### src/rtl/unescape_ascii_to_utf16_defines.svh
// assertion macros for the escaped byte stream decoder
// used by the top level only, no other dependencies
`ifndef UNESCAPE_ASCII_TO_UTF16_DEFINES_SVH
`define UNESCAPE_ASCII_TO_UTF16_DEFINES_SVH

// same-cycle implication, checked out of reset
`define UATU_ASSERT_NOW(label, clk, rst_n, ante, cons) \
  label: assert property (@(posedge clk) disable iff (!rst_n) (ante) |-> (cons)) \
    else $error("uatu same-cycle check failed");

// next-cycle implication, checked out of reset
`define UATU_ASSERT_NEXT(label, clk, rst_n, ante, cons) \
  label: assert property (@(posedge clk) disable iff (!rst_n) (ante) |=> (cons)) \
    else $error("uatu next-cycle check failed");

`endif

### src/rtl/uatu_pkg.sv
// shared types and constants for the escaped byte stream decoder
// no dependencies
package uatu_pkg;

  localparam int unsigned HexDigitsDef = 4;
  localparam int unsigned QueueDepthDef = 2;
  localparam int unsigned CodeWidth = 16;
  localparam logic [7:0] EscByte = 8'h78;

  typedef enum logic [1:0] {
    StatusOk        = 2'd0,
    StatusBadDigit  = 2'd1,
    StatusTruncated = 2'd2
  } status_e;

  typedef struct packed {
    logic [7:0] data_byte;
    logic       last_byte;
  } in_item_t;

  typedef struct packed {
    logic [CodeWidth-1:0] code_unit;
    status_e              status;
    logic                 end_of_stream;
  } out_item_t;

  // classified byte as it travels from front to back
  typedef struct packed {
    logic       is_esc;
    logic       hex_ok;
    logic [3:0] nibble;
    logic [7:0] raw_byte;
    logic       last_byte;
  } entry_t;

  typedef struct packed {
    logic not_empty;
    logic full;
  } q_stat_t;

endpackage

### src/rtl/uatu_stream_if.sv
// valid/ready channel carrying one payload item per handshake
// payload type given by the instantiating module
interface uatu_stream_if #(
  parameter type payload_t = logic
);
  logic     valid;
  logic     ready;
  payload_t data;

  modport source (output valid, output data, input ready);
  modport sink   (input valid, input data, output ready);
endinterface

### src/rtl/uatu_back.sv
// back: escape sequencing, hex accumulation and the registered result
// depends on uatu_pkg and uatu_stream_if
module uatu_back import uatu_pkg::*; #(
  parameter int unsigned HexDigits = HexDigitsDef
) (
  input  logic          clk_i,
  input  logic          rst_ni,
  input  entry_t        entry_i,
  input  q_stat_t       q_stat_i,
  output logic          pop_o,
  uatu_stream_if.source out_o
);

  localparam int unsigned PhW = $clog2(HexDigits + 1);
  localparam logic [PhW-1:0] PhIdle = '0;
  localparam logic [PhW-1:0] PhEsc  = PhW'(1);
  localparam logic [PhW-1:0] PhLast = PhW'(HexDigits);

  logic [PhW-1:0]       phase_q, phase_d;
  logic [CodeWidth-1:0] acc_q, acc_d;
  logic                 bad_q, bad_d;
  logic                 out_valid_q, out_valid_d;
  out_item_t            out_q, out_d;

  logic                 emit;
  logic [CodeWidth-1:0] acc_sh;
  logic                 bad_sh;

  assign pop_o  = q_stat_i.not_empty && (!out_valid_q || out_o.ready);
  assign acc_sh = {acc_q[CodeWidth-5:0], entry_i.hex_ok ? entry_i.nibble : 4'd0};
  assign bad_sh = bad_q || !entry_i.hex_ok;

  always_comb begin
    phase_d           = phase_q;
    acc_d             = acc_q;
    bad_d             = bad_q;
    emit              = 1'b0;
    out_d             = out_q;
    out_d.status      = StatusOk;
    out_d.code_unit   = '0;
    out_d.end_of_stream = entry_i.last_byte;
    if (phase_q == PhIdle) begin
      if (entry_i.is_esc) begin
        phase_d = PhEsc;
        acc_d   = '0;
        bad_d   = 1'b0;
      end else begin
        emit            = 1'b1;
        out_d.code_unit = {{(CodeWidth-8){1'b0}}, entry_i.raw_byte};
      end
    end else if ((phase_q == PhEsc) && entry_i.is_esc) begin
      // doubled escape gives the escape character itself
      emit            = 1'b1;
      out_d.code_unit = {{(CodeWidth-8){1'b0}}, EscByte};
      phase_d         = PhIdle;
    end else begin
      acc_d = acc_sh;
      bad_d = bad_sh;
      if (phase_q >= PhLast) begin
        emit    = 1'b1;
        phase_d = PhIdle;
        if (bad_sh) begin
          out_d.status = StatusBadDigit;
        end else begin
          out_d.code_unit = acc_sh;
        end
      end else begin
        phase_d = phase_q + PhW'(1);
      end
    end
    // end of stream inside an escape
    if (entry_i.last_byte) begin
      phase_d = PhIdle;
      acc_d   = '0;
      bad_d   = 1'b0;
      if (!emit) begin
        emit            = 1'b1;
        out_d.status    = StatusTruncated;
        out_d.code_unit = '0;
      end
    end
  end

  always_comb begin
    if (pop_o) begin
      out_valid_d = emit;
    end else if (out_o.ready) begin
      out_valid_d = 1'b0;
    end else begin
      out_valid_d = out_valid_q;
    end
  end

  always_ff @(posedge clk_i or negedge rst_ni) begin
    if (!rst_ni) begin
      phase_q     <= PhIdle;
      acc_q       <= '0;
      bad_q       <= 1'b0;
      out_valid_q <= 1'b0;
    end else begin
      out_valid_q <= out_valid_d;
      if (pop_o) begin
        phase_q <= phase_d;
        acc_q   <= acc_d;
        bad_q   <= bad_d;
      end
    end
  end

  always_ff @(posedge clk_i) begin
    if (pop_o && emit) begin
      out_q <= out_d;
    end
  end

  assign out_o.valid = out_valid_q;
  assign out_o.data  = out_q;

endmodule

### src/flat_wrapper.sv
// flat-port wrapper written by rule: the top's interface ports become plain ports
module uatu_back_flat import uatu_pkg::*;
#(
  parameter int unsigned HexDigits = HexDigitsDef
)
  (clk_i, rst_ni, entry_i, q_stat_i, pop_o, out_o_valid, out_o_data, out_o_ready);
  uatu_stream_if out_o_i ();
  input  logic clk_i;
  input  logic rst_ni;
  input  entry_t entry_i;
  input  q_stat_t q_stat_i;
  output logic pop_o;
  output wire logic [$bits(out_o_i.valid)-1:0] out_o_valid;
  output wire logic [$bits(out_o_i.data)-1:0] out_o_data;
  input wire logic [$bits(out_o_i.ready)-1:0] out_o_ready;
  assign out_o_valid = out_o_i.valid;
  assign out_o_data = out_o_i.data;
  assign out_o_i.ready = out_o_ready;
  uatu_back #(.HexDigits(HexDigits)) u_core (.clk_i(clk_i), .rst_ni(rst_ni), .entry_i(entry_i), .q_stat_i(q_stat_i), .pop_o(pop_o), .out_o(out_o_i));
endmodule
### config.mk
export PLATFORM = sky130hd
export DESIGN_NAME = uatu_back_flat
export DESIGN_NICKNAME = d
export VERILOG_FILES = /design/src/rtl/unescape_ascii_to_utf16_defines.svh /design/src/rtl/uatu_pkg.sv /design/src/rtl/uatu_stream_if.sv /design/src/rtl/uatu_back.sv /design/src/flat_wrapper.sv
export SDC_FILE = /design/constraint.sdc
export NUM_CORES = 1
export LEC_CHECK = 0
export BUFFER_PORTS_ARGS = -buffer_cell sky130_fd_sc_hd__clkbuf_2
export CORE_AREA = 4 4 41 43
export CTS_BUF_LIST = sky130_fd_sc_hd__clkbuf_16
export DETAILED_ROUTE_END_ITERATION = 7
export DIE_AREA = 0 0 45 47
export HOLD_SLACK_MARGIN = 0.15
export PLACE_DENSITY = 0.62
export SETUP_SLACK_MARGIN = 0.2
export SYNTH_ARGS = -nofsm -noshare
export SYNTH_HDL_FRONTEND = slang
export SYNTH_SLANG_ARGS = --single-unit
### constraint.sdc
create_clock -name clk_i -period 2.68 [get_ports clk_i]
set_input_delay 0.268 -clock clk_i [delete_from_list [all_inputs] [get_ports clk_i]]
set_output_delay 0.268 -clock clk_i [all_outputs]
set_load 0.05 [all_outputs]
======== After elaboration in Yosys (flattened, before gate mapping) ========
Index checks and enable logic that the tools add are counted.
cells by class
  $add $sub $neg .......................... 1
  multiply operators ...................... 0
  div/mod/pow operators ................... 0
  magnitude comparators ................... 1
  equal/unequal tests ..................... 2
  shift-type cells ........................ 0
  multiplexer cells ....................... 12
  bitwise logic cells ..................... 0
  reductions and logical operators ........ 8
operator list
  kind                                                             number
  3-bit 2-to-1 mux                                                 5
  1-bit 2-to-1 mux                                                 7
  3-bit by 1-bit adder with 3-bit output, second input constant    1
  3-bit by 1-bit == test with 1-bit output, second input constant  1
  3-bit greater-or-equal comparator, second input constant         1
  1-bit logical AND                                                3
  3-bit logical NOT                                                1
  3-bit != test, second input constant                             1
  2-bit AND reduction                                              1
  2-bit nonzero test                                               1
  1-bit logical NOT                                                1
  1-bit logical OR                                                 1
storage, ports and cells
  flip-flop bits (word level) ............. 5
  bits in latches ......................... 0
  memory bits (writable) .................. 0
  ROM bits ................................ 0
  input port bits ......................... 20
  output and inout bits ................... 3
  logic and storage cells ................. 27
  memories kept ........................... 0

======== Logic depth before layout (Yosys ltp) ========
  depth after elaboration ................. 6
  mapped depth ............................ 5
  depth with buffers taken out ............ 5

======== Least setup slack after synthesis ========
No wires, ideal clock.
  path type ............................... flip-flop to output port
  from .................................... register u_core.out_valid_q, in the netlist u_core.out_o.valid
  to ...................................... output pop_o
  arrival ................................. 1.162 ns
  data required time ...................... 2.412 ns
  path slack .............................. 1.250 ns
  stages on the path, launching flop included .. 4
  path buffers ............................ 0
  cells stage by stage .................... dfrtp_1 nand2b_4 nand2_1 inv_1
between the ends
  word-level cells in the longest chain between the ends .. 3
RTL lines
  what                      RTL line            RTL
  start: declaration        uatu_back.sv:22     logic out_valid_q, out_valid_d;
  start signal: assignment  uatu_back.sv:101    out_valid_q <= out_valid_d;
  1-bit logical NOT         uatu_back.sv:29     assign pop_o = q_stat_i.not_empty && (!out_valid_q || out_o.ready);
  1-bit logical OR          uatu_back.sv:29
  1-bit logical AND         uatu_back.sv:29
  end: declaration          flat_wrapper.sv:12  output logic pop_o;
Every way passes these cells.

======== Worst setup path in the final report ========
Ends and elaborated chain as after synthesis.

==> out/metrics.yaml <==
cts_resized: 0
worst-r2r-cell-count: 4
core_area_um2: 1300
cts_root_buffer: "clkbuf_16"
fill_cells: 143
setup_viol: 0
synth_top_family_by_area: "compound AO/OA/AOI/OAI gates"
synthSimpleGateAreaFrac_pct: 20.2
drv_slew: 0
rsz0062_at_grt: "no"
grt_pass1_vias: 261
p_switching_mw: 0.105
pwr-share-seq_pct: 22.9
power.density_nw_per_um2: 898
min_period_ps: 1430
dieArea_um2: 2120
ys_ff_latch: 5
path_clk_slew_ps: 30
slew_headroom_pct: 81.5
area_growth_pct: 46.8
cp-start-kind: "register"
regArea_um2: 130
tightest_slew_ps: 278
num_rows: 13
initialDrtViolationCount: 3
syn_inst: 27
synth_cell_types: 16
yosysSeqAreaShare_pct: 41.3
ys_warn_count: 0
synth_top_area_share_pct: 31.7
final_hold_viol_count: 0
track_usage_pct: 7.38
synthFlopType: "dfrtp_1"
synthXorXnorAreaFrac_pct: 0
outcome: "finished clean"
intPower_mw: 0.310
max_clock_freq_mhz: 698
drv_cap: 0
cts_tree: "yes"
p_leak_nw: 0.240
period_share_pct: 53.4
yosysTopAreaCell: "dfrtp_1"
crit_fanout: 4
grt-ovfl-total: 0
cp-end-kind: "primary output"
antenna_cells: 0
synthAdderAreaFrac_pct: 11.9
grt_first_pass_wirelength_um: 1040
synth.avg_cell_area_um2: 11.7
io_buffers: 8
finClkSkew_ps: 3.57
crit_type: "register to primary output"
wl_per_cell_um: 11.3
drtPass1Iterations: 2
cts-buffers-inserted: 3
peakVddDrop_mv: 0.493
cts_max_level: 1
syn_area_um2: 315
numClockSinks: 5
syn_nets: 50
p_comb_share_pct: 19.3
finalSetupTns_ps: 0
hold_depth: 1
io_pins: 23
switching_share_pct: 25.3
vias: 258
clkPwrFrac_pct: 57.8
synthTopCellsByArea: "dfrtp_1 (32%), ha_1 (12%), edfxtp_1 (9.5%)"
routed_wl_um: 623
multi_input_area_um2: 170
antenna_found_initial: 0
synth-edff-count: 1
cts.path.max_buffers: 2
die_w_um: 45
yosys-top-cells-count: "dfrtp_1 (4), inv_1 (4), ha_1 (3)"
die_y_um: 47
synth_mux_area_share_pct: 0
synth_compound_area_share_pct: 21.8
drc: 0
clock_latency_ps: 230
grt_max_degree: 5
gp_congestion: 0.706
hold-worst-slack_ps: 293
drive_above_1_share_pct: 35.0
hp-class: "input port to register"
cp.arrival_ps: 1160
ant_nets: 0
critPathRequiredTime_ps: 2410
async_reset_ff_share_pct: 80.0
dp_hpwl_um: 497
initial_core_util_pct: 24.2
fin_nets: 64
vias_per_cell: 4.69
power groups by stage:
stage          clock (mW)  sequential (mW)  combinational [mW]
2_1_floorplan           0            0.106              0.0490
3_3_place_gp            0           0.0951              0.0784
3_5_place_dp            0           0.0961              0.0792
4_1_cts             0.243           0.0955              0.0810
5_1_grt             0.249           0.0962              0.0882
6_report            0.240           0.0953              0.0801
layout make-up:
| class | count | share of cell area, % |
|---|---|---|
| Inverter | 4 | 3.24 |
| Clock buffer | 3 | 16.2 |
| Multi-Input combinational cell | 18 | 36.8 |
| Timing Repair Buffer | 9 | 10.8 |
| Sequential cell | 5 | 28.1 |
| Clock inverter | 1 | 0.811 |
| Tap cell | 15 | 4.05 |
layer usage:
| metal | part of all wire (%) | wire length [µm] | up-vias | global-route usage, % |
|---|---|---|---|---|
| met2 | 44 | 277 | 10 | 11.9 |
| li1 | - | - | 123 | - |
| met5 | 0 | 0 | - | 0 |
| met4 | 0 | 0 | 0 | 0 |
| met1 | 42 | 263 | 125 | 7.37 |
| met3 | 13 | 82 | 0 | 7.28 |
state kept, by name, summed over array words and instances (netlist names):
name,cells
u_core.out_o.data,1
u_core.out_o.valid,1
u_core.phase_q,3
logic make-up after synthesis:
logic type	count (synthesis)
buffers and inverters	4
AO/OA/AOI/OAI	6
flip-flops	5
AND/OR/NAND/NOR	9
adder cells (fa/ha/maj)	3
what timing repair did:
item	in CTS	in global routing
buffers inserted	0	0
hold buffers	1	0
hold endpoints to repair	4	0
per-stage QoR:
stage / worst slack, ps / instances / area, µm² / power [mW] / util (%)
final: 1250 / 55 / 463 / 0.416 / 35.6
after floorplan: 1250 / 27 / 315 / 0.155 / -
after global placement: 1340 / 50 / 374 / 0.173 / 28.7
after detailed placement: 1300 / 50 / 374 / 0.175 / 28.7
after global routing: 1190 / 55 / 463 / 0.433 / 35.6
after CTS: 1240 / 55 / 463 / 0.419 / 35.6
critical path, stage by stage (launching register included):
cell and delay [ps]:
dfrtp_1 390, nand2b_4 100, nand2_1 110, inv_1 70, clkbuf_2 270
final timing paths:
kind / start / endpoint / slack (ps)
max reg2reg: u_core.phase_q[0]$_DFFE_PN0P_ / u_core.out_o.data$_DFFE_PP_ / 1300
min: entry_i[0] / u_core.out_o.data$_DFFE_PP_ / 290
min in group asynchronous: rst_ni / u_core.out_o.valid$_DFFE_PN0P_ / 380
min reg2reg: u_core.phase_q[1]$_DFFE_PN0P_ / u_core.phase_q[1]$_DFFE_PN0P_ / 560
max: u_core.out_o.valid$_DFFE_PN0P_ / pop_o / 1250
max in group asynchronous: rst_ni / u_core.phase_q[0]$_DFFE_PN0P_ / 2170
layout by cell type, fill, tap and decap left out, types with 2 or more instances in the layout:
cell,n
clkbuf_2,8
inv_1,5
dfrtp_1,4
ha_1,3
clkbuf_16,3
nand2b_4,2
nand2_1,2
nor2_1,2
(Power assumes the default switching activity.)
