==> src/rtl/unescape_ascii_to_utf16_defines.svh <==
// assertion macros for the escaped byte stream decoder
// used by the top level only, no other dependencies
`ifndef UNESCAPE_ASCII_TO_UTF16_DEFINES_SVH
`define UNESCAPE_ASCII_TO_UTF16_DEFINES_SVH

// same-cycle implication, checked out of reset
`define UATU_ASSERT_NOW(label, clk, rst_n, ante, cons) \
  label: assert property (@(posedge clk) disable iff (!rst_n) (ante) |-> (cons)) \
    else $error("uatu same-cycle check failed");

// next-cycle implication, checked out of reset
`define UATU_ASSERT_NEXT(label, clk, rst_n, ante, cons) \
  label: assert property (@(posedge clk) disable iff (!rst_n) (ante) |=> (cons)) \
    else $error("uatu next-cycle check failed");

`endif

==> src/rtl/uatu_pkg.sv <==
// shared types and constants for the escaped byte stream decoder
// no dependencies
package uatu_pkg;

  localparam int unsigned HexDigitsDef = 4;
  localparam int unsigned QueueDepthDef = 2;
  localparam int unsigned CodeWidth = 16;
  localparam logic [7:0] EscByte = 8'h78;

  typedef enum logic [1:0] {
    StatusOk        = 2'd0,
    StatusBadDigit  = 2'd1,
    StatusTruncated = 2'd2
  } status_e;

  typedef struct packed {
    logic [7:0] data_byte;
    logic       last_byte;
  } in_item_t;

  typedef struct packed {
    logic [CodeWidth-1:0] code_unit;
    status_e              status;
    logic                 end_of_stream;
  } out_item_t;

  // classified byte as it travels from front to back
  typedef struct packed {
    logic       is_esc;
    logic       hex_ok;
    logic [3:0] nibble;
    logic [7:0] raw_byte;
    logic       last_byte;
  } entry_t;

  typedef struct packed {
    logic not_empty;
    logic full;
  } q_stat_t;

endpackage

==> src/rtl/uatu_queue.sv <==
// short fifo of classified bytes between front and back
// depends on uatu_pkg
module uatu_queue import uatu_pkg::*; #(
  parameter int unsigned Depth = QueueDepthDef
) (
  input  logic    clk_i,
  input  logic    rst_ni,
  input  logic    push_i,
  input  entry_t  entry_i,
  input  logic    pop_i,
  output entry_t  entry_o,
  output q_stat_t stat_o
);

  localparam int unsigned PtrW = (Depth > 1) ? $clog2(Depth) : 1;
  localparam int unsigned CntW = $clog2(Depth + 1);
  localparam logic [PtrW-1:0] LastPtr = PtrW'(Depth - 1);

  entry_t          slot_q [Depth];
  logic [PtrW-1:0] wr_ptr_q, wr_ptr_d;
  logic [PtrW-1:0] rd_ptr_q, rd_ptr_d;
  logic [CntW-1:0] count_q, count_d;

  always_comb begin
    wr_ptr_d = wr_ptr_q;
    rd_ptr_d = rd_ptr_q;
    count_d  = count_q;
    if (push_i) begin
      wr_ptr_d = (wr_ptr_q == LastPtr) ? '0 : wr_ptr_q + PtrW'(1);
    end
    if (pop_i) begin
      rd_ptr_d = (rd_ptr_q == LastPtr) ? '0 : rd_ptr_q + PtrW'(1);
    end
    if (push_i && !pop_i) begin
      count_d = count_q + CntW'(1);
    end else if (!push_i && pop_i) begin
      count_d = count_q - CntW'(1);
    end
  end

  always_ff @(posedge clk_i or negedge rst_ni) begin
    if (!rst_ni) begin
      wr_ptr_q <= '0;
      rd_ptr_q <= '0;
      count_q  <= '0;
    end else begin
      wr_ptr_q <= wr_ptr_d;
      rd_ptr_q <= rd_ptr_d;
      count_q  <= count_d;
    end
  end

  always_ff @(posedge clk_i) begin
    if (push_i) begin
      slot_q[wr_ptr_q] <= entry_i;
    end
  end

  assign entry_o          = slot_q[rd_ptr_q];
  assign stat_o.not_empty = (count_q != '0);
  assign stat_o.full      = (count_q == CntW'(Depth));

endmodule

==> config.mk <==
export PLATFORM = sky130hd
export DESIGN_NAME = uatu_queue
export DESIGN_NICKNAME = d
export VERILOG_FILES = /design/src/rtl/unescape_ascii_to_utf16_defines.svh /design/src/rtl/uatu_pkg.sv /design/src/rtl/uatu_queue.sv
export SDC_FILE = /design/constraint.sdc
export NUM_CORES = 1
export LEC_CHECK = 0
export BUFFER_PORTS_ARGS = -buffer_cell sky130_fd_sc_hd__buf_2
export CORE_ASPECT_RATIO = 0.8
export CORE_MARGIN = 10
export CORE_UTILIZATION = 54
export CTS_CLUSTER_DIAMETER = 40
export DETAILED_ROUTE_END_ITERATION = 16
export PLACE_DENSITY_LB_ADDON = 0.08
export SLEW_MARGIN = 0
export SYNTH_ARGS = -nofsm -noshare
export SYNTH_HDL_FRONTEND = slang
export SYNTH_SLANG_ARGS = --single-unit
==> constraint.sdc <==
create_clock -name clk_i -period 2.9 [get_ports clk_i]
set_input_delay 0 -clock clk_i [delete_from_list [all_inputs] [get_ports clk_i]]
set_output_delay 0 -clock clk_i [all_outputs]
set_load 0.02 [all_outputs]
; ---- Word-level counts from Yosys, hierarchy flattened
; Memories as Yosys holds them, arrays and structs flattened.
; Index checks and enable logic that the tools add are counted.
[classes]
addsub = 4
n_eq_ne = 1
n_mux = 6
reduce_logical = 6
[ops]
columns = op, n
row1 = two-way mux 1 bit, 4
row2 = two-way mux 2 bit, 2
row3 = nonzero test 2 bit, 2
row4 = "adder 1 bit, second input constant", 2
row5 = "adder 2 x 1 -> 2 bit, second input constant", 1
row6 = "== test 2 bit, second input constant", 1
row7 = logical AND 1 bit, 2
row8 = logical NOT 1 bit, 2
row9 = "subtractor 2 x 1 -> 2 bit, second input constant", 1
[totals]
register_bits = 4
ram_bits = 30
input_bits = 19
out_inout_bits = 17
wordCells = 21
mem_count = 1
[memory_table]
columns = name, depth, word_bits, read_ports, rd_ports_with_merged_regs, write_ports, line_no
row1 = slot_q, 2, 15, 1, 0, 1, uatu_queue.sv:19  ; entry_t slot_q [Depth];

; ---- Longest topological paths before layout
; Gate-level depths: netlist of the first run.
[logic_depth]
ltp_word = 4
depth_mapped = 5
ltp_nobuf = 5

; ---- Least setup slack after synthesis of the first run
; Ideal clock, no wire load.
[synth_path]
path_type = register to register
start = reg wr_ptr_q
end = mem slot_q[0][0] (netlist name), enable pin
setup_ns = 0.388
arrival_ns = 1.095
required_time_ns = 2.512
setup_slack_ns = 1.417
stages_incl_launch_ff = 2
path_buffers = 0
synth_period_minus_slack_ns = 1.483
cell_sequence = dfrtp_1 -> nor2b_1
[synth_rtl]
columns = item, line_no
row1 = start: declaration, uatu_queue.sv:20  ; logic [PtrW-1:0] wr_ptr_q, wr_ptr_d;
row2 = start signal: assignment, uatu_queue.sv:47  ; wr_ptr_q <= wr_ptr_d;
row3 = end: declaration, uatu_queue.sv:19
; No word-level cell before the write port.

==> results of run 1 <==
==> layer usage <==
metal	up-vias	GRT usage [%]	routed length, um
met3	7	5.247	197
met4	0	6.250	49
met1	351	10.40	891
met2	24	17.71	1235
li1	354	-	-
met5	-	0	0
==> kinds of logic (layout without fill, tap and decap cells) <==
group | Yosys count | after routing | share of synthesized area, %
xor+xnor | 5 | 5 | 3.308
fa+ha+maj | 1 | 1 | 0.9450
buf+inv | 3 | 64 | 2.646
flops | 34 | 34 | 75.61
mux | 15 | 15 | 15.31
simple gates | 5 | 5 | 2.174
==> registers in the layout, summed over array words and instances (netlist names) <==
register  cells
slot_q       30
count_q       2
rd_ptr_q      1
wr_ptr_q      1
==> layout make-up <==
cell class                      instances  area, sq um
Multi-Input combinational cell         26        287.8
Fill cell                             148        496.7
Timing Repair Buffer                   55        372.9
Sequential cell                        34         1001
Tap cell                               25        31.28
Clock buffer                            8        58.81
Inverter                                1        3.754
==> placed cells by master, fill, tap and decap left out, drive strengths merged <==
master,instances
inv,1
nor2b,2
buf,36
xor2,4
dlygate4sd3,19
clkbuf,8
ha,1
or2,1
mux2,15
dfrtp,4
nor2,1
xnor2,1
and2,1
edfxtp,30
==> path summary, 6_finish.rpt <==
| check | from | endpoint | slack [ns] | depth (start not counted) |
|---|---|---|---|---|
| worst max-delay path | rd_ptr_q | entry_o[4] | 1.11 | 2 |
| worst min-delay path | entry_i[5] | slot_q[1][5] | 0.39 | 2 |
| worst max register to register | wr_ptr_q | slot_q[0][14] | 1.39 | 2 |
| worst min register to register | count_q[1] | count_q[1] | 0.49 | 1 |
| max in group asynchronous | rst_ni | rd_ptr_q | 2.15 | 3 |
| min in group asynchronous | rst_ni | count_q[1] | 0.57 | 3 |
==> power by group <==
part | switching (mW) | internal [mW]
sequential | 0.0950 | 0.657
combinational | 0.266 | 0.259
clock | 0.139 | 0.120
==> results.txt, run 1 <==
* Maximum single-stage delay on the critical path: 0.89 ns
* Library cells used by synthesis: 14
* Critical path fanouts, max: 16
- For this run, the top clock speed supported by timing is between 500 and 600 MHz.
* Remaining antenna violation count: 0
- Width of the die: roughly 75 um
* Row count: 15
- The most used flip-flop cell after synthesis is sky130_fd_sc_hd__edfxtp_1.
- Synth-to-Final Area Change: 32.61%
* Count leader, synth: sky130_fd_sc_hd__edfxtp_1
- The H-tree was split into 2 levels.
- Using the TritonRoute via totals, the vias-per-cell ratio works out to around 4.9.
- The number of global-route vias before repair is 827.
* Worst setup timing slack at the placement stage: ~1.4 ns
- Design area: about 0.0018 sq mm
- For this run, the number of Yosys warnings is 0.
* Cell count after synthesis: 63
- Average wire length per cell after detail routing: 15.93 um
* Worst Setup Start Kind: flop
- Worst path bufs/invs: 1
* Fraction of registers with async set/reset: about an eighth
- After clock tree synthesis, the clock-pin slew on the worst setup and hold paths is about 0.1 ns.
- The die covers around 0.0048 sq mm.
* Count of instances resized after the clock tree is built: 0
- The clock net in this run drives a total of 34 sinks.
- After layout, the worst path uses between 60% and 70% of the clock period.
* Library cell occupying the most area in the post-synthesis netlist: sky130_fd_sc_hd__edfxtp_1
- The number of setup buffers added after CTS is 0.
* Die extent in y: about 64 um
* Final number of max-transition violations: 0
- Sequential cells were found to cover 75.61% of the synthesized design area.
- For this run, design rule violations remaining after detail routing come to 0.
* N_diodes: 0
* Number of vias after detailed routing: approximately 740
* Overall track demand over capacity in global routing: roughly a tenth
* Initial antenna violation count: 0
- The critical path in this run is classified as reg2out.
- In this run the tightest slew margin relative to its limit is 44.99%.
- The worst-case IR drop observed on VDD is 0.5668 mV.
- The worst setup path is captured at a primary output.
* Average cell area after synthesis: approximately 21 sq um
* Total iterations of the first detailed-routing run: 4
- Min setup slack post-route: between 1 and 1.5 ns
* Required time at the endpoint of the critical path: between 2 and 3 ns
* Final-report setup violation count: 0
- Setup repair after global routing left no endpoint under its margin.
- Placed Instances: between 100 and 150
- Crit-path leading delay family: flip-flops
- Post-Layout Cell Count: roughly 150
* Root Buffer Master: sky130_fd_sc_hd__clkbuf_4
* Power per unit of standard cell area: roughly 870 mW/mm^2
* Placed standard-cell area: around 0.0015 sq mm
* Area of the placeable core: ~0.0023 sq mm
* Buffer levels on the longest clock path: 2
- Leading post-synthesis cells by cell area: sky130_fd_sc_hd__edfxtp_1 (68%), sky130_fd_sc_hd__mux2_4 (10%), sky130_fd_sc_hd__dfrtp_1 (7.6%)
* CTS Hold Buffers Added: 19
- For the worst setup path, the data arrival time is ~1.8 ns.
- By count the netlist is led by sky130_fd_sc_hd__edfxtp_1 (30), sky130_fd_sc_hd__mux2_4 (9), sky130_fd_sc_hd__mux2_2 (6).
- Post-synth net total: 83
* Reported leakage power: approximately 0.73 nW
* Slowest cell on crit path: sky130_fd_sc_hd__dfrtp_1
- Max-cap violations: 0
* Routability-driven placement congestion ratio: about 0.62
- The final layout contains routed wiring with a total length of between 2000 and 2500 um.
- Clock period minus final worst setup slack: approximately 1.8 ns
- Number of hold violations in the final report: 0
- Clock buffers created by TritonCTS: 5
* DRC marker count from the first detailed-route iteration: 16
- Hold/Removal Path Class: in2reg
- TritonCTS built the clock tree.
- Summed over its instances, the top area cell type makes up 68.05% of the synthesized netlist area.
- Layout Nets: ~140
- Ratio of cells with drive above 1 in the final layout: a little under half
* Combined area of all synthesized cells: approximately 0.0013 sq mm
- Setup total negative slack on the finished layout was measured at 0 ns.
* Clock latency of the later-clocked register in the worst-skew pair: about 0.32 ns
- Final core utilization: between 70 and 80%
- Transition time at the pin with the least slew margin: 0.8251 ns
- The first global-routing pass estimated approximately 3800 um of wire.
* Post-synth EDFFs: 30
- Final hold analysis gives a worst-case slack of about 0.39 ns.
- The flow ran to the end, and the final reports show no timing, DRC or antenna violations.
- Overflow after GRT: 0
- Across the routed clock network, the largest skew measured is slightly above 0.005 ns.
- Port buffering added 35 buffers.
* Series of cell instances along the critical path: mux2_2 > buf_2
- In this run the count of I/O pins placed on the die edge is 36.
- Number of flip-flops and latches in the synthesized netlist: 34
- Overall power consumption after layout is estimated at roughly 1.5 mW.
* Pin count of the biggest net entering global routing: 17
- For this configuration, the core starts out at a cell density of between 50 and 60%.
Power figures use the tool's default switching activity.
==> inputs of run 2 (changes only) <==
--- a/config.mk
+++ b/config.mk
@@ -8,7 +8,7 @@
 export BUFFER_PORTS_ARGS = -buffer_cell sky130_fd_sc_hd__buf_2
 export CORE_ASPECT_RATIO = 0.8
 export CORE_MARGIN = 10
-export CORE_UTILIZATION = 54
+export CORE_UTILIZATION = 50
 export CTS_CLUSTER_DIAMETER = 40
 export DETAILED_ROUTE_END_ITERATION = 16
 export PLACE_DENSITY_LB_ADDON = 0.08
==> constraint.sdc (replaced) <==
create_clock -name clk_i -period 1.8 [get_ports clk_i]
set_input_delay 0 -clock clk_i [delete_from_list [all_inputs] [get_ports clk_i]]
set_output_delay 0 -clock clk_i [all_outputs]
set_load 0.02 [all_outputs]
==> results.txt, run 2 (synthesis gave the netlist of run 1 again) <==
- Worst supply voltage drop on vdd: 0.6526 mV (was 0.5668 mV)
* Initial core utilization: 53.33% (was 58.78%)
- Final HPWL from detailed placement: 1584 um
* Max-cap violations: 0 (unchanged)
- Overall track demand over capacity in global routing: 9.264% (was 10.66%)
- The number of global-route vias before repair was 803 (was 827).
* Most flops, register: slot_q (unchanged)
- Row count: 16 (was 15)
* Leading cell type in the layout, fill and taps excluded: sky130_fd_sc_hd__buf_2 (unchanged)
- CTS Hold Buffers Added: 19 (unchanged)
- Combinational fraction of design power: 39.4% (was 34.2%)
- The setup TNS came to 0 ns (unchanged).
- The worst-margin pin slew came to 0.3108 ns (was 0.8251 ns).
- Number of vias after detailed routing: 729 (was 736)
* Die extent in y: 66.02 um (was 64.29 um)
- Net Switching: 788.8 uW (was 499.9 uW)
- The relative slew slack was 79.28% (was 44.99%).
- Worst setup timing slack at the placement stage: 0.5493 ns (was 1.372 ns)
- Initial antenna violation count: 0 (unchanged)
- Commonest cells after routing, fill and taps aside: sky130_fd_sc_hd__buf_2 (35), sky130_fd_sc_hd__edfxtp_1 (30), sky130_fd_sc_hd__dlygate4sd3_1 (19) (unchanged).
- The number of gates resized after cts came to 0 (unchanged).
- The clock tree from TritonCTS was done (unchanged).
- In the finished design, the share of the clock period the worst path needs comes to around 75%.
- The share of total power in sequential cells was 45.8% (was 49.0%).
- Clock network power share: 14.8% (was 16.9%)
- Leading registers by flop count: slot_q (30), count_q (2) (unchanged).
- N_diodes: 0 (unchanged)
- The number of buffers inserted by port buffering is 35 (unchanged).
* Number of vias per cell after detailed routing: 4.445 (was 4.940)
- The launch instance of the worst register-to-register path is wr_ptr_q (unchanged).
- Max FFs per register: 30 (unchanged)
- Clock buffers created by TritonCTS: 5 (unchanged)
- The critical path endpoint category is a primary output (unchanged).
- Worst Setup Start Kind: flop (unchanged)
- Fmax: between 700 and 800 MHz
- The routed wirelength normalized by instance count is 13.35 um (was 15.93 um).
- Number of buffers inserted to repair setup after CTS: 0 (unchanged)
- Layout Nets: 147 (was 143)
- The start point of the worst hold path is entry_i[11] (was entry_i[5]).
- The setup slack of the critical path after layout was 0.4541 ns (was 1.107 ns).
* Top-level I/O count: 36 (unchanged)
- Clock latency of the later-clocked register in the worst-skew pair: 0.31 ns (was 0.32 ns)
* Remaining antenna violation count: 0 (unchanged)
* Ratio of cells with drive above 1 in the final layout: 48.44% (was 46.77%)
- Overflow after GRT: 0 (unchanged)
* Number of hold violations in the final report: 0 (unchanged)
* Cell Int Power: 1.660 mW (was 1.035 mW)
* Series of cell instances along the critical path: buf_4 > mux2_2 > buf_2 (was mux2_2 > buf_2)
* Hold/Removal Path Class: in2reg (unchanged)
- The deepest level of the CTS H-tree came to 2 (unchanged).
- Routability-driven placement congestion ratio: 0.6211 (was 0.6191)
* Clock-pin slew reported for the worst setup and hold paths after clock tree synthesis: 0.09 ns (was 0.10 ns)
* Wire length of the first global-routing pass: 3753 um (was 3801 um)
- WS Path Type: reg2out (unchanged)
* Pin count of the biggest net entering global routing: 11 (was 17)
- Final number of max-transition violations: 0 (unchanged)
* Area of the placeable core: 0.002482 sq mm (was 0.002252 sq mm)
* Critical path fanouts, max: 9 (was 16)
- Final-report setup violation count: 0 (unchanged)
- Residual DRC count: 0 (unchanged)
- Maximum single-stage delay on the critical path: 0.35 ns (was 0.89 ns)
* Buffer levels on the longest clock path: 2 (unchanged)
- The required arrival time at the worst endpoint came to 1.80 ns (was 2.90 ns).
- Worst endpoint data arrival time: 1.35 ns (was 1.79 ns)
* DRC marker count from the first detailed-route iteration: 39 (was 16)
* Total Wirelength: 2189 um (was 2374 um)
- Status: complete, no violations (unchanged).
- The width of the die came to 77.53 um (was 75.36 um).
- The library cell contributing the largest single delay on the critical path was sky130_fd_sc_hd__dfrtp_1 (unchanged).
* Total iterations of the first detailed-routing run: 4 (unchanged)
- The number of filler cells placed in the layout came to 176 (was 148).
* Reported leakage power: 0.7424 nW (was 0.7255 nW)
- Synth-to-Final Area Change: 35.26% (was 32.61%)
* Setup repair after global routing missed its margin: false (unchanged)
- The worst path needs 1.346 ns of the cycle, external delays included.
- Power per unit of standard cell area: 1368 mW/mm^2 (was 874.6 mW/mm^2)
* Net switching share of the total power: 32.21% (was 32.56%)
* Root Buffer Master: sky130_fd_sc_hd__clkbuf_4 (unchanged)
- Final clock skew: 0.006253 ns (was 0.005131 ns)
* Crit. Startpoint: rd_ptr_q (unchanged)
* Clock Sinks: 34 (unchanged)
* Overall die area: 0.005118 sq mm (was 0.004844 sq mm)
## run 2: final timing paths
path / cells after the start / slack, ns / to
max reg2reg: 2 / 0.56 / slot_q[1][4]
min: 2 / 0.41 / slot_q[1][11]
min reg2reg: 1 / 0.49 / wr_ptr_q
min in group asynchronous: 3 / 0.57 / count_q[0]
max in group asynchronous: 3 / 1.06 / wr_ptr_q
max: 3 / 0.45 / entry_o[4]
## run 2: cell type report
type / count / area (sq um) / area share [%]
multi-input cells: 26 / 287.8 / 16.07
flip-flops and latches: 34 / 1001 / 55.90
well taps: 36 / 45.04 / 2.516
repair buffers: 59 / 402.9 / 22.50
inverters: 1 / 3.754 / 0.2096
clock inverters: 2 / 8.758 / 0.4892
clock buffers: 6 / 41.29 / 2.306
## run 2: through the flow
step	hold slack, ns	power (mW)	cells	utilization [%]	area [sq um]
after detailed placement	-0.1903	2.097	137	62.45	1550
after CTS	0.3906	2.491	164	72.13	1790
after global placement	-0.1914	2.084	137	62.45	1550
after floorplan	-0.2956	1.852	63	-	1324
final	0.4119	2.449	164	72.13	1790
after global routing	0.3947	2.600	164	72.13	1790
## run 2: worst max-delay path, delay by kind of cell, from the launching register on
| family | cells | cell delay, ns |
|---|---|---|
| buffers and inverters | 2 | 0.35 |
| muxes | 1 | 0.34 |
| DFF | 1 | 0.35 |
## run 2: power by group through the flow
| stage | combinational, mW | sequential [mW] | clock (mW) |
|---|---|---|---|
| after floorplan | 0.725 | 1.13 | 0 |
| after global placement | 0.948 | 1.14 | 0 |
| after detailed placement | 0.956 | 1.14 | 0 |
| after CTS | 0.989 | 1.12 | 0.378 |
| after global routing | 1.04 | 1.14 | 0.418 |
| final | 0.965 | 1.12 | 0.362 |
## run 2: per-layer routing
layer / up-vias / wire, um / track usage, %
met5: - / 0 / 0
met3: 2 / 186 / 4.755
met1: 340 / 858 / 9.764
met4: 0 / 9 / 3.409
li1: 365 / - / -
met2: 22 / 1134 / 15.73
==> inputs of run 3 (changes only) <==
==> constraint.sdc (replaced) <==
create_clock -name clk_i -period 1.35 [get_ports clk_i]
set_input_delay 0 -clock clk_i [delete_from_list [all_inputs] [get_ports clk_i]]
set_output_delay 0 -clock clk_i [all_outputs]
set_load 0.02 [all_outputs]
==> results.txt, run 3 (synthesis gave the netlist of run 1 again) <==
- Number of global-route vias before repair: 859 (was 803)
- Final HPWL from detailed placement: 1661 um (was 1584 um)
- The share of total power in sequential cells is 40.9% (was 45.8%).
* CTS tree: done (unchanged)
- N_diodes: 0 (unchanged)
- Number of hold violations in the final report: 0 (unchanged)
- The cell-internal power came to 2.540 mW (was 1.660 mW).
- The path type of the worst min-delay path is in2reg (unchanged).
- Leading registers by flop count: slot_q (30), count_q (2) (unchanged)
- The share of final-layout standard cells stronger than drive strength 1 is 49.23% (was 48.44%).
- Clock latency of the later-clocked register in the worst-skew pair: 0.32 ns (was 0.31 ns)
- The critical path startpoint category was a flop (unchanged).
* Number of vias per cell after detailed routing: 4.536 (was 4.445)
* Max FFs per register: 30 (unchanged)
* Area of the placeable core: 0.002482 sq mm (unchanged)
* Clock Sinks: 34 (unchanged)
- The deepest level of the CTS H-tree was 2 (unchanged).
- Detailed-routing wirelength on met1: 946 um (was 858 um)
- The setup clock skew after layout came to 0.006876 ns (was 0.006253 ns).
* Fill cell instance count of the final layout: 154 (was 176)
- The number of antenna violations at the first check in global routing is 0 (unchanged).
- Commonest cells after routing, fill and taps aside: sky130_fd_sc_hd__edfxtp_1 (30), sky130_fd_sc_hd__buf_2 (20), sky130_fd_sc_hd__dlygate4sd3_1 (19) (was sky130_fd_sc_hd__buf_2 (35), sky130_fd_sc_hd__edfxtp_1 (30), sky130_fd_sc_hd__dlygate4sd3_1 (19))
- Power per unit of standard cell area: 1913 mW/mm^2 (was 1368 mW/mm^2)
- The signed area change from the synthesized netlist to the final layout is 45.84% (was 35.26%).
- Clock period minus final worst setup slack: between 1 and 1.5 ns
* Number of vias after detailed routing: 753 (was 729)
- The leftover overflow at the end of global routing was 0 (unchanged).
- The maximum number of pins on one net before global-route repair was 11 (unchanged).
- The standby leakage power is 0.8103 nW (was 0.7424 nW).
* WL met3: 184 um (was 186 um)
- The number of buffers between clock root and the deepest sink was 2 (unchanged).
- The maximum vdd drop was 0.8653 mV (was 0.6526 mV).
- The clock buffer count from CTS is 5 (unchanged).
- The number of max-cap violations came to 0 (unchanged).
* Sequential cell area in the final layout: 0.001001 sq mm (unchanged)
- The remaining routing DRC violations came to 0 (unchanged).
* Relative max-transition margin: 86.51% (was 79.28%)
- The largest register by flop count is slot_q (unchanged).
* Average wire length per cell after detail routing: 14.69 um (was 13.35 um)
- The first-pass GRT wire length came to 4064 um (was 3753 um).
- The required arrival time at the worst endpoint came to 1.35 ns (was 1.80 ns).
- Routed met2 length: 1270 um (was 1134 um)
- The placer's final routability congestion estimate came to 0.6302 (was 0.6211).
* Clock network power share: 13.8% (was 14.8%)
- Status: complete, no violations (unchanged)
* Ratio of final minimum period to clock period: roughly 99%
* Total Wirelength: 2438 um (was 2189 um)
- Row count: 16 (unchanged)
- Total iterations of the first detailed-routing run: 4 (unchanged)
* Overall track demand over capacity in global routing: 10.27% (was 9.264%)
* Initial core utilization: 53.33% (unchanged)
- The clock-pin slew on the worst setup and hold paths was 0.10 ns (was 0.09 ns).
- WS Path Type: reg2out (unchanged)
- Final core utilization: 77.77% (was 72.13%)
- Leading cell type in the layout, fill and taps excluded: sky130_fd_sc_hd__edfxtp_1 (was sky130_fd_sc_hd__buf_2)
* Total Negative Setup Slacks: 0 ns (unchanged)
- For this run, the top clock speed supported by timing is ~750 MHz.
* Nature of the critical path endpoint: primary output (unchanged)
- Net switching share of the total power: 31.22% (was 32.21%)
- Root Buffer Master: sky130_fd_sc_hd__clkbuf_4 (unchanged)
- The combinational fraction of design power came to 45.2% (was 39.4%).
* Setup repair after global routing missed its margin: true (was false)
- The number of buffers inserted by port buffering came to 35 (unchanged).
- The top layer reached by signal wires was met4 (unchanged).
* Die extent in y: 66.02 um (unchanged)
* Layout Nets: 149 (was 147)
- Width of the die: 77.53 um (unchanged)
- The area used by multi-input combinational logic came to 312.8 sq um (was 287.8 sq um).
* Remaining antenna violation count: 0 (unchanged)
* Worst endpoint data arrival time: 1.33 ns (was 1.35 ns)
- The iteration-0 DRC count of the detailed router came to 63 (was 39).
- The floorplan die area is 0.005118 sq mm (unchanged).
* Final number of max-transition violations: 0 (unchanged)
* Power, Total: 3.693 mW (was 2.449 mW)
* Transition time at the pin with the least slew margin: 0.2017 ns (was 0.3108 ns)
- The count of boundary I/O pins was 36 (unchanged).
* Critical path fanouts, max: 8 (was 9)
- Final-report setup violation count: 0 (unchanged)
* Net Switching: 1.153 mW (was 788.8 uW)
## run 3: changes by cell type in the layout (fill, tap and decap cells not counted), sizes merged
cell / previous run / this run
clkbuf: 6 / 8
clkinv: 2 / 0
buf: 40 / 42
## run 3: critical path, stage by stage (launching register included)
cell and delay (ns):
sky130_fd_sc_hd__dfrtp_1 0.39, sky130_fd_sc_hd__buf_6 0.18, sky130_fd_sc_hd__mux2_4 0.32, sky130_fd_sc_hd__buf_6 0.13
## run 3: final cells by class
class	instances	area share, %
flip-flops and latches	34	51.85
repair buffers	61	26.90
multi-input cells	26	16.20
clock buffers	8	2.528
well taps	36	2.333
inverters	1	0.1944
## run 3: routing by layer
layer / vias to the layer above / GRT usage, %
li1: 367 / -
met1: 359 / 10.57
met2: 22 / 17.08
met3: 5 / 5.163
met4: 0 / 5.455
met5: - / 0
## run 3: path summary, 6_finish.rpt
check                           start           end  slack (ns)  cells after the start
min in group asynchronous      rst_ni    count_q[0]        0.57                      3
hold / removal             entry_i[1]  slot_q[1][1]        0.39                      2
max in group asynchronous      rst_ni      rd_ptr_q        0.60                      3
hold reg to reg            count_q[1]    count_q[1]        0.49                      1
setup / recovery             rd_ptr_q    entry_o[0]        0.02                      3
setup reg to reg             wr_ptr_q  slot_q[0][7]        0.32                      2
## run 3: metrics by stage
step	area, sq um	setup WS [ns]	hold slack (ns)	instances
finish	1931	0.01722	0.3928	166
global route	1931	-0.06950	0.3867	166
CTS	1892	-0.02223	0.3887	165
detailed placement	1560	0.3181	-0.1859	138
global placement	1560	0.3404	-0.1869	138
floorplan	1326	0.1340	-0.2956	63
## run 3: power groups by stage
stage	clock network, mW	registers, mW	logic, mW
global route	0.589	1.54	1.78
global placement	0	1.51	1.28
floorplan	0	1.50	0.968
CTS	0.529	1.51	1.59
finish	0.511	1.51	1.67
detailed placement	0	1.53	1.28
## run 3: what timing repair did
action                     in CTS  in global routing
hold endpoints to repair       36                  0
setup endpoints to repair      15                 15
gates cloned                    0                  0
gates resized for setup        29                  9
setup buffers                   0                  1
hold buffers                   19                  0
